<file path="config.mk">
export PLATFORM = sky130hd
export DESIGN_NAME = lbd_queue
export DESIGN_NICKNAME = d
export VERILOG_FILES = /design/src/hw/rtl/lbd_pkg.sv /design/src/hw/rtl/lbd_queue.sv
export VERILOG_INCLUDE_DIRS = /design/src /design/src/hw/rtl
export SDC_FILE = /design/constraint.sdc
export NUM_CORES = 1
export LEC_CHECK = 0
export BUFFER_PORTS_ARGS = -buffer_cell sky130_fd_sc_hd__buf_2
export CORE_MARGIN = 5
export CORE_UTILIZATION = 40
export DETAILED_ROUTE_END_ITERATION = 10
export SYNTH_ARGS = -nofsm -noshare
export SYNTH_HDL_FRONTEND = slang
export SYNTH_SLANG_ARGS = --single-unit
</file>
<file path="constraint.sdc">
create_clock -name clk -period 4.23 [get_ports clk]
set_clock_uncertainty 0.05 [all_clocks]
set_input_delay 0.2115 -clock clk [delete_from_list [all_inputs] [get_ports clk]]
set_output_delay 0.2115 -clock clk [all_outputs]
set_load 0.1 [all_outputs]
</file>
<file path="src/hw/rtl/assert_macros.svh">
// Assertion macros shared by the RTL files.
`ifndef ASSERT_MACROS_SVH
`define ASSERT_MACROS_SVH

// Checks a property on every rising clock edge outside reset.
`define LBD_ASSERT(lbl, prop, msg) \
  lbl: assert property (@(posedge clk) disable iff (rst) prop) else $error(msg);

// Checks that a condition never holds outside reset.
`define LBD_NEVER(lbl, cond, msg) \
  lbl: assert property (@(posedge clk) disable iff (rst) !(cond)) else $error(msg);

`endif

</file>
<file path="src/hw/rtl/lbd_pkg.sv">
// ----------------------------------------------------------------------------
// LZSS bitstream decoder package
// Shared types, register indexes and constants of the decoder.
// ----------------------------------------------------------------------------
package lbd_pkg;

  localparam int FLAG_SIZE = 1;
  localparam int BYTE_SIZE = 8;
  localparam int MIN_REPETITION = 2;
  localparam int OFFSET_BITS_MIN = 8;
  localparam int OFFSET_BITS_MAX = 12;
  localparam int QUEUE_DEPTH = 4;

  localparam logic [1:0] REG_OFFSET_BITS = 2'd0;
  localparam logic [1:0] REG_LENGTH_BITS = 2'd1;
  localparam logic [1:0] REG_TOTAL_LENGTH = 2'd2;

  localparam logic [3:0] OFFSET_BITS_RESET = 4'd12;
  localparam logic [2:0] LENGTH_BITS_RESET = 3'd4;
  localparam logic [23:0] TOTAL_LENGTH_RESET = 24'd1;

  typedef enum logic [1:0] {
    PH_FLAG,
    PH_LITERAL,
    PH_OFFSET,
    PH_LENGTH
  } phase_t;

  typedef enum logic [1:0] {
    CMD_LITERAL,
    CMD_COPY,
    CMD_FAULT
  } cmd_kind_t;

  typedef enum logic [1:0] {
    B_IDLE,
    B_READ,
    B_EMIT
  } bstate_t;

  typedef struct packed {
    cmd_kind_t   kind;
    logic [11:0] data;
    logic [4:0]  len;
    logic        last;
  } cmd_t;

  function automatic logic [11:0] low_mask(input logic [3:0] w);
    logic [12:0] t;
    t = (13'd1 << w) - 13'd1;
    return t[11:0];
  endfunction

endpackage

</file>
<file path="src/hw/rtl/lbd_queue.sv">
// ----------------------------------------------------------------------------
// LZSS decoder command queue
// Short FIFO of decoded tokens between the parser and the copy engine.
// ----------------------------------------------------------------------------
`include "assert_macros.svh"

module lbd_queue (
  input  logic          clk,
  input  logic          rst,
  input  logic          flush,
  input  logic          push,
  input  lbd_pkg::cmd_t push_cmd,
  output logic          full,
  input  logic          pop,
  output logic          empty,
  output lbd_pkg::cmd_t head
);

  localparam int PW = $clog2(lbd_pkg::QUEUE_DEPTH);

  lbd_pkg::cmd_t entries [lbd_pkg::QUEUE_DEPTH];
  logic [PW-1:0] wr_ptr;
  logic [PW-1:0] rd_ptr;
  logic [PW:0]   count;

  assign full  = (count == (PW+1)'(lbd_pkg::QUEUE_DEPTH));
  assign empty = (count == '0);
  assign head  = entries[rd_ptr];

  always_ff @(posedge clk) begin
    if (rst || flush) begin
      wr_ptr <= '0;
      rd_ptr <= '0;
      count  <= '0;
    end else begin
      if (push) begin
        entries[wr_ptr] <= push_cmd;
        wr_ptr <= wr_ptr + PW'(1);
      end
      if (pop) begin
        rd_ptr <= rd_ptr + PW'(1);
      end
      count <= count + (PW+1)'(push) - (PW+1)'(pop);
    end
  end

  `LBD_NEVER(a_no_push_full, push && full && !pop, "push into a full queue")
  `LBD_NEVER(a_no_pop_empty, pop && empty, "pop from an empty queue")
  `LBD_ASSERT(a_count_range, count <= (PW+1)'(lbd_pkg::QUEUE_DEPTH), "queue count overflow")

endmodule

</file>
# Word-level counts from Yosys, hierarchy flattened
# Memory sizes are Yosys's and may differ from the RTL's. A register that Yosys moved wholly into a read port is not among the register bits.
# Index checks and enable logic that the tools add are counted.
[op_classes] add_sub_neg=4 n_mul=0 n_div=0 n_lt_le_gt_ge=0 n_eq_ne=1 shifts=0 muxes=5 bitwise_logic=0 n_reduce_logical=2
[ops] cell="2-bit by 1-bit adder with 2-bit output, second input constant" n=2
[ops] cell="2-bit 2-to-1 mux" n=2
[ops] cell="3-bit by 1-bit adder with 3-bit output" n=1
[ops] cell="3-bit equality test, second input constant" n=1
[ops] cell="3-bit zero test" n=1
[ops] cell="1-bit 2-to-1 mux" n=3
[ops] cell="3-bit by 1-bit subtractor with 3-bit output" n=1
[ops] cell="1-bit logical OR" n=1
[totals] reg_bits=7 latch_bits=0 ramBits=80 mem_bits_ro=0 input_bits=25 wordCells=16 n_memories=1
[mem_list] name="entries" depth=4 width=20 read_ports=1 rd_ports_with_merged_regs=1 write_ports=1 line="lbd_queue.sv:21" source="lbd_pkg::cmd_t entries [lbd_pkg::QUEUE_DEPTH];"

# Logic depth before layout (Yosys ltp)
[logic_depth] word_depth=3 depth_mapped=7 mapped_depth_nobuf=7

# Worst setup path after synthesis
# No wires, ideal clock.
[synth_timing] path_type="register -> output" from="register count[2]" to="output empty" arrival_ns=2.381 setup_slack_ns=1.588 stages_incl_launch_ff=2 cell_sequence="dfxtp_1 nor3_1"
[synth_between] elab_chain_cells=1
[synth_lines] item="start, declared" line="lbd_queue.sv:24" source="logic [PW:0] count;"
[synth_lines] item="start signal, assigned" line="lbd_queue.sv:43" source="count <= count + (PW+1)'(push) - (PW+1)'(pop);"
[synth_lines] item="3-bit zero test" line="lbd_queue.sv:27" source="assign empty = (count == '0);"
[synth_lines] item="end, declared" line="lbd_queue.sv:15" source="output logic empty,"
# Every way passes these cells.

==> run metrics <==
Avg Inst Size Synth=22.4 µm²; clk_lat worst skew=0.34 ns; fin cells=312; Die ar.=0.0103 mm²; Pins Over Slew Limit=0; initial antenna violation count=0; FILL cells=696; RePlAce Congestion=0.715; Cells after Synth=149; GRT Overall Usage=11.4%; I/O Pins=47; R2R Path Start=wr_ptr[0]$_SDFFE_PP0P_; Reg power frac=56.1%; Leak Pwr=1.32 nW; DR vias=1507; Die Ht=101 µm; mapped cell area=0.00334 mm²; nets@finish=234; antenna fix cells=0; Final Setup Violations=0; Synth Register Bits=89; Slew HR=26.4%; Syn Nets=181; CTS Buf Count=9; share of cells above drive strength 1=40.6%; CP endpoint kind=primary output; placed cell area=0.00367 mm²; initial core utilization=40.8%; Area Overhead vs Synth=16.0%; # port buffers=46; measured slew at the worst slew-check pin=1.10 ns; GR Overflow Total=0; vias in the first global route=1625; r2r endpoint=entries[0][19]$_DFFE_PP_; vias per cell=4.83; Starting DRT DRC Count=53; RSZ-0062 raised after global routing=no; R2R depth=3; CTS tree=done; Crit Path Class=reg2out; Hold Fails Final Rpt=0; largest driver fanout on the critical path=20; Core ar.=0.00818 mm²; TNS Setup=0 ns; minimum clock period after layout=2.45 ns; first-pass GRT wire length=8600 µm; pin count of the biggest net entering global routing=21; post-CTS setup buffer count=0; clk sinks=89; H-tree depth=3; CP endpoint=head[3]; Clock Path Buffers=2; commonest non-fill, non-tap cells in the layout=edfxtp_1 (80), buf_2 (46), mux4_2 (20), dfxtp_1 (9), clkbuf_8 (9); Final Routed Wirelength=5310 µm; Final HPWL DP=3310 µm; Post-CTS Resized=0; remaining antenna violation count=0; Root Driver=clkbuf_8; DRC=0; flop-to-flop setup slack=2.32 ns; Worst-path clk slew=0.08 ns; CP Data Arrival Time=2.19 ns; worst vdd ir=0.227 mV; Placed Cells=296; CTS Hold Bufs=0; Cell Int Power=1.29 mW; max-cap viol count=0; Synth cell types=20; switching part of the total=25.6%; register area share after synthesis=77.4%; Fmax=408 MHz; Net Sw Power=0.446 mW; Logic pwr share=10.8%; clock share of power=33.1%; DRT Pass-1 Iters=4; Routed WL per cell=17.0 µm; status=completed; final instance area=0.00387 mm²; Synth warnings=0; Die X=101 µm; cell area power density=449 mW/mm²; fin crit share=58.0%; most common cell after layout, fill and taps aside=edfxtp_1; worst path required time=3.97 ns; Rows=33; Critical Path Source Type=flip-flop; worst hold path type=in2reg
-- synth_stat cells, drive strengths merged --
cell type / n / area (µm²)
xor3: 1 / 23.8
xnor2: 2 / 17.5
fa: 1 / 20.0
mux2i: 1 / 10.0
nand3b: 1 / 7.51
mux4: 20 / 450
dfxtp: 9 / 180
a21bo: 1 / 10.0
ha: 6 / 75.1
and2: 2 / 12.5
nor2: 6 / 22.5
or2: 1 / 6.26
buf: 4 / 32.5
clkbuf: 1 / 3.75
a21oi: 1 / 5.00
inv: 6 / 22.5
nor3: 1 / 5.00
edfxtp: 80 / 2400
and3: 5 / 31.3
-- cell families after synthesis --
| logic type | count (synthesis) | synth area share [%] |
|---|---|---|
| compound gates | 2 | 0.450 |
| simple gates | 16 | 2.55 |
| flops | 89 | 77.4 |
| mux | 21 | 13.8 |
| xor+xnor | 3 | 1.24 |
| buf+inv | 11 | 1.76 |
| fa+ha+maj | 7 | 2.85 |
-- worst max-delay path: stages (launching register included) --
cell     delay, ns
dfxtp_1       1.02
mux4_2        0.40
buf_2         0.43
-- flip-flops by register name (all words and copies together), names as in the netlist, named ones only --
name and flops:
entries 80, count 3, rd_ptr 2, wr_ptr 2
-- power groups by stage --
stage	Combinational (mW)	Sequential [mW]	Clock, mW
2_1_floorplan	0.152	0.993	0
3_3_place_gp	0.189	0.995	0
3_5_place_dp	0.190	0.996	0
4_1_cts	0.190	0.975	0.595
5_1_grt	0.199	0.977	0.632
6_report	0.188	0.975	0.576
-- metal layers --
layer  global-route usage (%)  wire length, µm  up-vias
li1                         -                -      705
met1                     14.6             2330      763
met2                     18.0             2660       32
met3                     2.75              241        7
met4                     5.83               78        0
met5                        0                0        -
-- final cells by class --
cell class | instances | area (µm²) | area share (%)
tap | 105 | 131 | 3.39
clock inverter | 7 | 77.6 | 2.00
sequential | 89 | 2580 | 66.7
clock buffer | 9 | 124 | 3.20
inverter | 6 | 22.5 | 0.582
multi-input combinational | 49 | 697 | 18.0
timing repair buffer | 47 | 238 | 6.14
-- per-stage QoR --
step	power [mW]	util (%)	hold WS (ns)	setup WS, ns
floorplan	1.15	-	0.260	1.59
global placement	1.18	44.9	0.378	2.14
detailed placement	1.19	44.9	0.382	2.12
CTS	1.76	47.4	0.00610	1.74
global route	1.81	47.4	0.0100	1.71
finish	1.74	47.4	0.0300	1.78
-- worst min path at each step --
| stage | startpoint | depth (start not counted) | end |
|---|---|---|---|
| finish | push_cmd[4] | 1 | entries[1][4]$_DFFE_PP_ |
| global route | push_cmd[11] | 1 | entries[0][11]$_DFFE_PP_ |
| CTS | push_cmd[11] | 1 | entries[1][11]$_DFFE_PP_ |
| detailed placement | push_cmd[19] | 1 | entries[1][19]$_DFFE_PP_ |
| global placement | push_cmd[8] | 1 | entries[0][8]$_DFFE_PP_ |
| floorplan | push_cmd[0] | 0 | entries[0][0]$_DFFE_PP_ |
No activity file was read; power rests on OpenSTA's default activity.
