$ cat config.mk
export PLATFORM = sky130hd
export DESIGN_NAME = lbd_front
export DESIGN_NICKNAME = d
export VERILOG_FILES = /design/src/hw/rtl/assert_macros.svh /design/src/hw/rtl/lbd_pkg.sv /design/src/hw/rtl/lbd_front.sv
export SDC_FILE = /design/constraint.sdc
export NUM_CORES = 1
export LEC_CHECK = 0
export BUFFER_PORTS_ARGS = -buffer_cell sky130_fd_sc_hd__buf_2
export CORE_MARGIN = 4
export CORE_UTILIZATION = 61
export DETAILED_ROUTE_END_ITERATION = 12
export PLACE_DENSITY = 0.81
export SYNTH_ARGS = -nofsm -noshare
export SYNTH_HDL_FRONTEND = slang
export SYNTH_SLANG_ARGS = --single-unit
$ cat constraint.sdc
create_clock -name clk -period 9.6 [get_ports clk]
set_input_delay 0.96 -clock clk [delete_from_list [all_inputs] [get_ports clk]]
set_output_delay 0.96 -clock clk [all_outputs]
set_load 0.02 [all_outputs]
$ cat src/hw/rtl/assert_macros.svh
// Assertion macros shared by the RTL files.
`ifndef ASSERT_MACROS_SVH
`define ASSERT_MACROS_SVH

// Checks a property on every rising clock edge outside reset.
`define LBD_ASSERT(lbl, prop, msg) \
  lbl: assert property (@(posedge clk) disable iff (rst) prop) else $error(msg);

// Checks that a condition never holds outside reset.
`define LBD_NEVER(lbl, cond, msg) \
  lbl: assert property (@(posedge clk) disable iff (rst) !(cond)) else $error(msg);

`endif

$ cat src/hw/rtl/lbd_pkg.sv
// ----------------------------------------------------------------------------
// LZSS bitstream decoder package
// Shared types, register indexes and constants of the decoder.
// ----------------------------------------------------------------------------
package lbd_pkg;

  localparam int FLAG_SIZE = 1;
  localparam int BYTE_SIZE = 8;
  localparam int MIN_REPETITION = 2;
  localparam int OFFSET_BITS_MIN = 8;
  localparam int OFFSET_BITS_MAX = 12;
  localparam int QUEUE_DEPTH = 4;

  localparam logic [1:0] REG_OFFSET_BITS = 2'd0;
  localparam logic [1:0] REG_LENGTH_BITS = 2'd1;
  localparam logic [1:0] REG_TOTAL_LENGTH = 2'd2;

  localparam logic [3:0] OFFSET_BITS_RESET = 4'd12;
  localparam logic [2:0] LENGTH_BITS_RESET = 3'd4;
  localparam logic [23:0] TOTAL_LENGTH_RESET = 24'd1;

  typedef enum logic [1:0] {
    PH_FLAG,
    PH_LITERAL,
    PH_OFFSET,
    PH_LENGTH
  } phase_t;

  typedef enum logic [1:0] {
    CMD_LITERAL,
    CMD_COPY,
    CMD_FAULT
  } cmd_kind_t;

  typedef enum logic [1:0] {
    B_IDLE,
    B_READ,
    B_EMIT
  } bstate_t;

  typedef struct packed {
    cmd_kind_t   kind;
    logic [11:0] data;
    logic [4:0]  len;
    logic        last;
  } cmd_t;

  function automatic logic [11:0] low_mask(input logic [3:0] w);
    logic [12:0] t;
    t = (13'd1 << w) - 13'd1;
    return t[11:0];
  endfunction

endpackage

$ cat src/hw/rtl/lbd_front.sv
// ----------------------------------------------------------------------------
// LZSS decoder token parser
// Parses stream words, a token field per cycle unless stalled; checks bounds.
// ----------------------------------------------------------------------------
module lbd_front #(
  parameter int WINDOW_BYTES = 4096,
  parameter int MAX_LENGTH_FIELD_BITS = 4
) (
  input  logic          clk,
  input  logic          rst,
  input  logic          restart,
  input  logic [23:0]   restart_total,
  input  logic [3:0]    offset_bits,
  input  logic [2:0]    length_bits,
  input  logic          word_valid,
  output logic          word_ready_out,
  input  logic [31:0]   word_in,
  output logic          push,
  output lbd_pkg::cmd_t push_cmd,
  input  logic          q_full
);

  localparam int BW = $clog2(WINDOW_BYTES) + 1;

  logic [31:0]     word;
  logic            word_ready;
  logic [31:0]     bit_store;
  logic [5:0]      bits_held;
  logic [23:0]     bytes_left;
  logic [BW-1:0]   bytes_written;
  lbd_pkg::phase_t phase;
  logic [11:0]     held_offset;
  logic            halted;

  logic            word_ready_next;
  logic [31:0]     bit_store_next;
  logic [5:0]      bits_held_next;
  logic [23:0]     bytes_left_next;
  logic [BW-1:0]   bytes_written_next;
  lbd_pkg::phase_t phase_next;
  logic [11:0]     held_offset_next;
  logic            halted_next;

  logic [3:0]  wo;
  logic [3:0]  wl;
  logic [3:0]  n;
  logic [3:0]  need;
  logic        have_store;
  logic        step;
  logic [11:0] val;
  logic [4:0]  len;
  logic [12:0] back_dist;
  logic [BW:0] bw_sum;
  logic        accept;

  assign word_ready_out = !word_ready;
  assign accept = word_valid && !word_ready;

  always_comb begin
    if (offset_bits < 4'(lbd_pkg::OFFSET_BITS_MIN)) begin
      wo = 4'(lbd_pkg::OFFSET_BITS_MIN);
    end else if (offset_bits > 4'(lbd_pkg::OFFSET_BITS_MAX)) begin
      wo = 4'(lbd_pkg::OFFSET_BITS_MAX);
    end else begin
      wo = offset_bits;
    end
    if (length_bits == 3'd0) begin
      wl = 4'd1;
    end else if ({1'b0, length_bits} > 4'(MAX_LENGTH_FIELD_BITS)) begin
      wl = 4'(MAX_LENGTH_FIELD_BITS);
    end else begin
      wl = {1'b0, length_bits};
    end
  end

  always_comb begin
    case (phase)
      lbd_pkg::PH_FLAG:    n = 4'(lbd_pkg::FLAG_SIZE);
      lbd_pkg::PH_LITERAL: n = 4'(lbd_pkg::BYTE_SIZE);
      lbd_pkg::PH_OFFSET:  n = wo;
      default:             n = wl;
    endcase
  end

  assign have_store = (bits_held >= {2'b00, n});
  assign need = n - bits_held[3:0];
  assign step = !halted && (have_store || word_ready) && !q_full;

  always_comb begin
    word_ready_next    = word_ready;
    bit_store_next     = bit_store;
    bits_held_next     = bits_held;
    bytes_left_next    = bytes_left;
    bytes_written_next = bytes_written;
    phase_next         = phase;
    held_offset_next   = held_offset;
    halted_next        = halted;
    push               = 1'b0;
    push_cmd           = '{kind: lbd_pkg::CMD_FAULT, data: '0, len: '0, last: 1'b0};
    val                = '0;
    len                = '0;
    back_dist          = '0;
    bw_sum             = '0;
    if (step) begin
      if (have_store) begin
        val            = bit_store[11:0] & lbd_pkg::low_mask(n);
        bit_store_next = bit_store >> n;
        bits_held_next = bits_held - {2'b00, n};
      end else begin
        val = ((bit_store[11:0] << need) | (word[11:0] & lbd_pkg::low_mask(need)))
              & lbd_pkg::low_mask(n);
        bit_store_next  = word >> need;
        bits_held_next  = 6'd32 - {2'b00, need};
        word_ready_next = 1'b0;
      end
      case (phase)
        lbd_pkg::PH_FLAG: begin
          phase_next = val[0] ? lbd_pkg::PH_LITERAL : lbd_pkg::PH_OFFSET;
        end
        lbd_pkg::PH_LITERAL: begin
          phase_next = lbd_pkg::PH_FLAG;
          push = 1'b1;
          if (bytes_left == '0) begin
            halted_next = 1'b1;
          end else begin
            push_cmd = '{kind: lbd_pkg::CMD_LITERAL, data: {4'd0, val[7:0]}, len: 5'd1,
                         last: (bytes_left == 24'd1)};
            bytes_left_next = bytes_left - 24'd1;
            bw_sum = {1'b0, bytes_written} + (BW+1)'(1);
            bytes_written_next = (bw_sum > (BW+1)'(WINDOW_BYTES)) ?
                                 BW'(WINDOW_BYTES) : bw_sum[BW-1:0];
            halted_next = (bytes_left == 24'd1);
          end
        end
        lbd_pkg::PH_OFFSET: begin
          held_offset_next = val;
          phase_next = lbd_pkg::PH_LENGTH;
        end
        default: begin
          phase_next = lbd_pkg::PH_FLAG;
          push = 1'b1;
          len  = {1'b0, val[3:0]} + 5'(lbd_pkg::MIN_REPETITION);
          back_dist = {1'b0, held_offset} + 13'd1;
          if ({19'd0, len} > bytes_left || {1'b0, back_dist} > 14'(bytes_written))
          begin
            halted_next = 1'b1;
          end else begin
            push_cmd = '{kind: lbd_pkg::CMD_COPY, data: held_offset, len: len,
                         last: ({19'd0, len} == bytes_left)};
            bytes_left_next = bytes_left - {19'd0, len};
            bw_sum = {1'b0, bytes_written} + (BW+1)'(len);
            bytes_written_next = (bw_sum > (BW+1)'(WINDOW_BYTES)) ?
                                 BW'(WINDOW_BYTES) : bw_sum[BW-1:0];
            halted_next = ({19'd0, len} == bytes_left);
          end
        end
      endcase
      if (halted_next) begin
        word_ready_next = 1'b0;
      end
    end
    if (accept) begin
      word_ready_next = !halted_next;
    end
  end

  always_ff @(posedge clk) begin
    if (accept) begin
      word <= word_in;
    end
    if (rst || restart) begin
      word_ready    <= 1'b0;
      bit_store     <= '0;
      bits_held     <= '0;
      bytes_left    <= rst ? lbd_pkg::TOTAL_LENGTH_RESET : restart_total;
      bytes_written <= '0;
      phase         <= lbd_pkg::PH_FLAG;
      held_offset   <= '0;
      halted        <= 1'b0;
    end else begin
      word_ready    <= word_ready_next;
      bit_store     <= bit_store_next;
      bits_held     <= bits_held_next;
      bytes_left    <= bytes_left_next;
      bytes_written <= bytes_written_next;
      phase         <= phase_next;
      held_offset   <= held_offset_next;
      halted        <= halted_next;
    end
  end

endmodule

; ---- Word-level counts from Yosys, hierarchy flattened
; Cells that the tools add are included.
[word_totals]
register_bits = 123
latchBits = 0
mem_bits_rw = 0
rom_bits = 0
inputBits = 68
output_inout_bits = 22
wordCells = 105
n_memories = 0
[op_classes]
n_addsub = 11
n_mul = 0
div = 0
magnitude_cmp = 8
eq_ne = 10
shifts = 5
muxes = 37
bitwise = 5
n_reduce_logical = 20
[op_table]
columns = cell, n
row1 = two-way mux 24 bit, 5
row2 = right shift 32 x 4 -> 32 bit, 2
row3 = two-way mux 20 bit, 3
row4 = two-way mux 13 bit, 4
row5 = case mux 24 bit (2 select lines), 1
row6 = case mux 20 bit (2 select lines), 1
row7 = bitwise AND 12 bit, 3
row8 = two-way mux 32 bit, 1
row9 = "greater-than comparator 14 x 13 -> 1 bit, second input constant", 2
row10 = case mux 13 bit (2 select lines), 1
row11 = "equality test 24 x 1 -> 1 bit, second input constant", 1
row12 = equality test 5 x 24 -> 1 bit, 1
row13 = greater-than comparator 5 x 24 -> 1 bit, 1
row14 = zero test 24 bit, 1
row15 = two-way mux 12 bit, 2
row16 = "left shift 1 x 4 -> 12 bit, first input constant", 2
row17 = "subtractor 12 x 1 -> 12 bit, second input constant", 2
row18 = "subtractor 24 x 1 -> 24 bit, second input constant", 1
row19 = subtractor 24 x 5 -> 24 bit, 1
row20 = "adder 13 x 1 -> 14 bit, second input constant", 1
row21 = adder 13 x 5 -> 14 bit, 1
row22 = "adder 12 x 1 -> 13 bit, second input constant", 1
row23 = greater-than comparator 13 bit, 1
row24 = OR 12 bit, 1
row25 = 33 further kinds, 56

; ---- Depth between registers and ports, before layout
[depth]
depth_word = 21
depth_mapped = 34

; ---- Least setup slack after synthesis
; No wires, ideal clock.
[synth_timing]
path_kind = in2out
start = in offset_bits[2]
end = out push_cmd[19] (netlist bit)
arrival_ns = 7.555
required_time_ns = 8.640
path_slack_ns = 1.085
stages = 30
cell_sequence = and4b_1 > nor3_1 > or2_1 > buf_2 > buf_2 > buf_2 > ha_1 > fa_1 > xor2_4 > buf_2 > buf_2 > clkbuf_1 > ha_1 > clkbuf_1 > o21ai_0 > ha_1 > clkbuf_1 > and2_1 > a32o_2 > o221ai_2 > inv_1 > ha_1 > inv_1 > ha_1 > a211oi_1 > nor2_1 > o311ai_2 > nor2_1 > clkbuf_1 > a31oi_1
[synth_lines]
columns = element, line
row1 = "start, declared", lbd_front.sv:13  ; input logic [3:0] offset_bits,
row2 = "end, declared", lbd_front.sv:19  ; output lbd_pkg::cmd_t push_cmd,

==> out/results.ini <==
[clock_network]
cts_resized = 0
max-clock-path-buffers = 2
cts_tree = done
cts_sinks = 123
cts_setup_buffers = 0
clock_latency_ps = 440
htreeDepth = 4
cts_buffers = 17
cts-root-buf = clkbuf_16
ctsHoldBuffers = 0
clk_pin_slew_worst_paths_ps = 70

[final_layout]
drive_above_1_share_pct = 15.8
area_growth_pct = 8.73
n_antenna_cell = 0
nets = 1529

[global_routing]
grt_pass1_wl_um = 57200
grt_max_degree = 61
overflow = 0
grt_use_total_pct = 33.0
antenna_found_initial = 0
grt_pass1_vias = 10732

[synth]
synthTopCellsByCount = nand2_1, nor2_1, a21oi_1, mux2i_1, o21ai_0
yosysMostFrequentCell = nand2_1
syn-cell-area_mm2 = 0.0114
synth_flop_cell = dfxtp_1
synth_area_leader_cell = edfxtp_1
syn_area_per_cell_um2 = 8.25
yosys_warnings = 0
synth_area_leaders = edfxtp_1, dfxtp_1, mux2i_1, nand2_1, ha_1
synth_cell_type_count = 103
synth-edff-count = 56
synth_top_area_share_pct = 14.7
ys_seq_area_share_pct = 26.4
mappedNetlistNets = 1502
synth_seq_cells = 123
synth_cells = 1387
synthArstFlopShare_pct = 0

[placement]
gp_congestion = 1.01
post-place-ws_ps = 1240
io_buffers = 89
hpwl_um = 25700

[timing]
hold_viol_final = 0
max_freq_ghz = 0.117
period_share_pct = 89.0
period_minus_slack_ps = 8540
tns_ps = 0
worstMarginPinSlew_ps = 1140
fin_ws_ps = 1060
slew_headroom_pct = 24.2
rsz0062_at_grt = no
finClkSkew_ps = 14.6
setup_viol = 0
slew_violations = 0

[hold_path]
hold_class = flip-flop to flip-flop

[setup_path]
startpoint_type = flip-flop
crit_path_end_kind = output port
required_ps = 8640
crit_type = flip-flop to output port
crit_fanout = 59
cp_data_arrival_time_ps = 7580

[floorplanning]
row_count = 49
die_x_um = 145
fp.coreArea_mm2 = 0.0182
start_util_pct = 62.9
die_h_um = 145
dieArea_mm2 = 0.0210
io_pins = 90

[route]
drt-initial-drc-count = 1137
via_count = 11464
drcViolationCount = 0
firstDrtPassIters = 5
drtAntennaViolNets = 0
wirelength_um = 35600
routedWlPerCell_um = 21.5
routed_via_density = 6.92

[run]
cap_viol_max_count = 0

[status]
status = complete, no violations

## critical path: stages, from the launching register on
cell and delay (ps):
dfxtp_1 410, ha_1 520, o21a_1 220, or2_2 130
buf_4 440, inv_2 320, ha_2 460, buf_4 610
nor2b_1 230, nand2_1 130, ha_1 320, nor2_1 90
a32o_2 270, o221ai_2 360, inv_1 90, ha_1 250
xnor2_1 160, ha_1 370, o21ai_0 140, nor2_1 230
o311ai_2 140, nor2_1 200, buf_4 260, or4b_1 460
o21ai_0 100, buf_2 190
## metrics by stage
| step | hold WS [ps] | util [%] | cells | instance area [um^2] |
|---|---|---|---|---|
| floorplan | 438 | - | 1387 | 11400 |
| global placement | 465 | 65.2 | 1624 | 11900 |
| detailed placement | 472 | 65.2 | 1624 | 11900 |
| CTS | 486 | 68.4 | 1656 | 12400 |
| global route | 518 | 68.4 | 1656 | 12400 |
| finish | 486 | 68.4 | 1656 | 12400 |
## cell type report
class / count / area, um^2
multi-input combinational: 1116 / 7800
fill: 1480 / 5760
sequential: 123 / 3020
timing repair buffer: 107 / 581
clock buffer: 17 / 425
tap: 229 / 287
inverter: 49 / 184
clock inverter: 15 / 150
## flip-flops by register name, indices dropped and copies added (netlist names)
register,cells
held_offset,12
word,32
phase,2
bit_store,32
bits_held,6
bytes_written,13
word_ready,1
bytes_left,24
halted,1
## final timing paths
check | from | end | slack (ps) | cells after the start
setup / recovery | phase[1] | push_cmd[4] | 1060 | 25
hold / removal | bits_held[2] | bits_held[2] | 490 | 2
setup reg to reg | phase[1] | bytes_left[9] | 1640 | 23
hold reg to reg | bits_held[2] | bits_held[2] | 490 | 2
## placed cells by master (no fill, tap or decap), drive strengths merged, types with 22 or more instances in the layout
cell,Yosys,routed
nand3,46,46
o21ai,83,83
edfxtp,56,56
xnor2,27,27
o211ai,22,22
a211oi,31,31
mux2i,95,95
inv,48,57
dfxtp,67,67
buf,59,107
nand2,150,150
nor3,46,46
mux2,26,26
nor2,127,127
a21oi,96,96
ha,43,43
## metal layers
layer	GRT usage [%]	vias to the layer above	wire length (um)
li1	-	5318	-
met1	43.4	5297	14000
met2	52.5	715	16300
met3	6.27	134	3410
met4	16.3	0	1940
met5	0	-	0
## cells by family after synthesis
kind of cell / share of synthesized area [%]
muxes: 14.6
DFF: 26.4
adders and majority gates: 5.40
xor gates and xnor gates: 2.99
AOI/OAI and AO/OA: 24.8
buffers and inverters: 5.66
and+or+nand+nor: 20.1
Power is not shown: default switching activity piles up to over one toggle a cycle in this logic, so the estimate is an artifact.
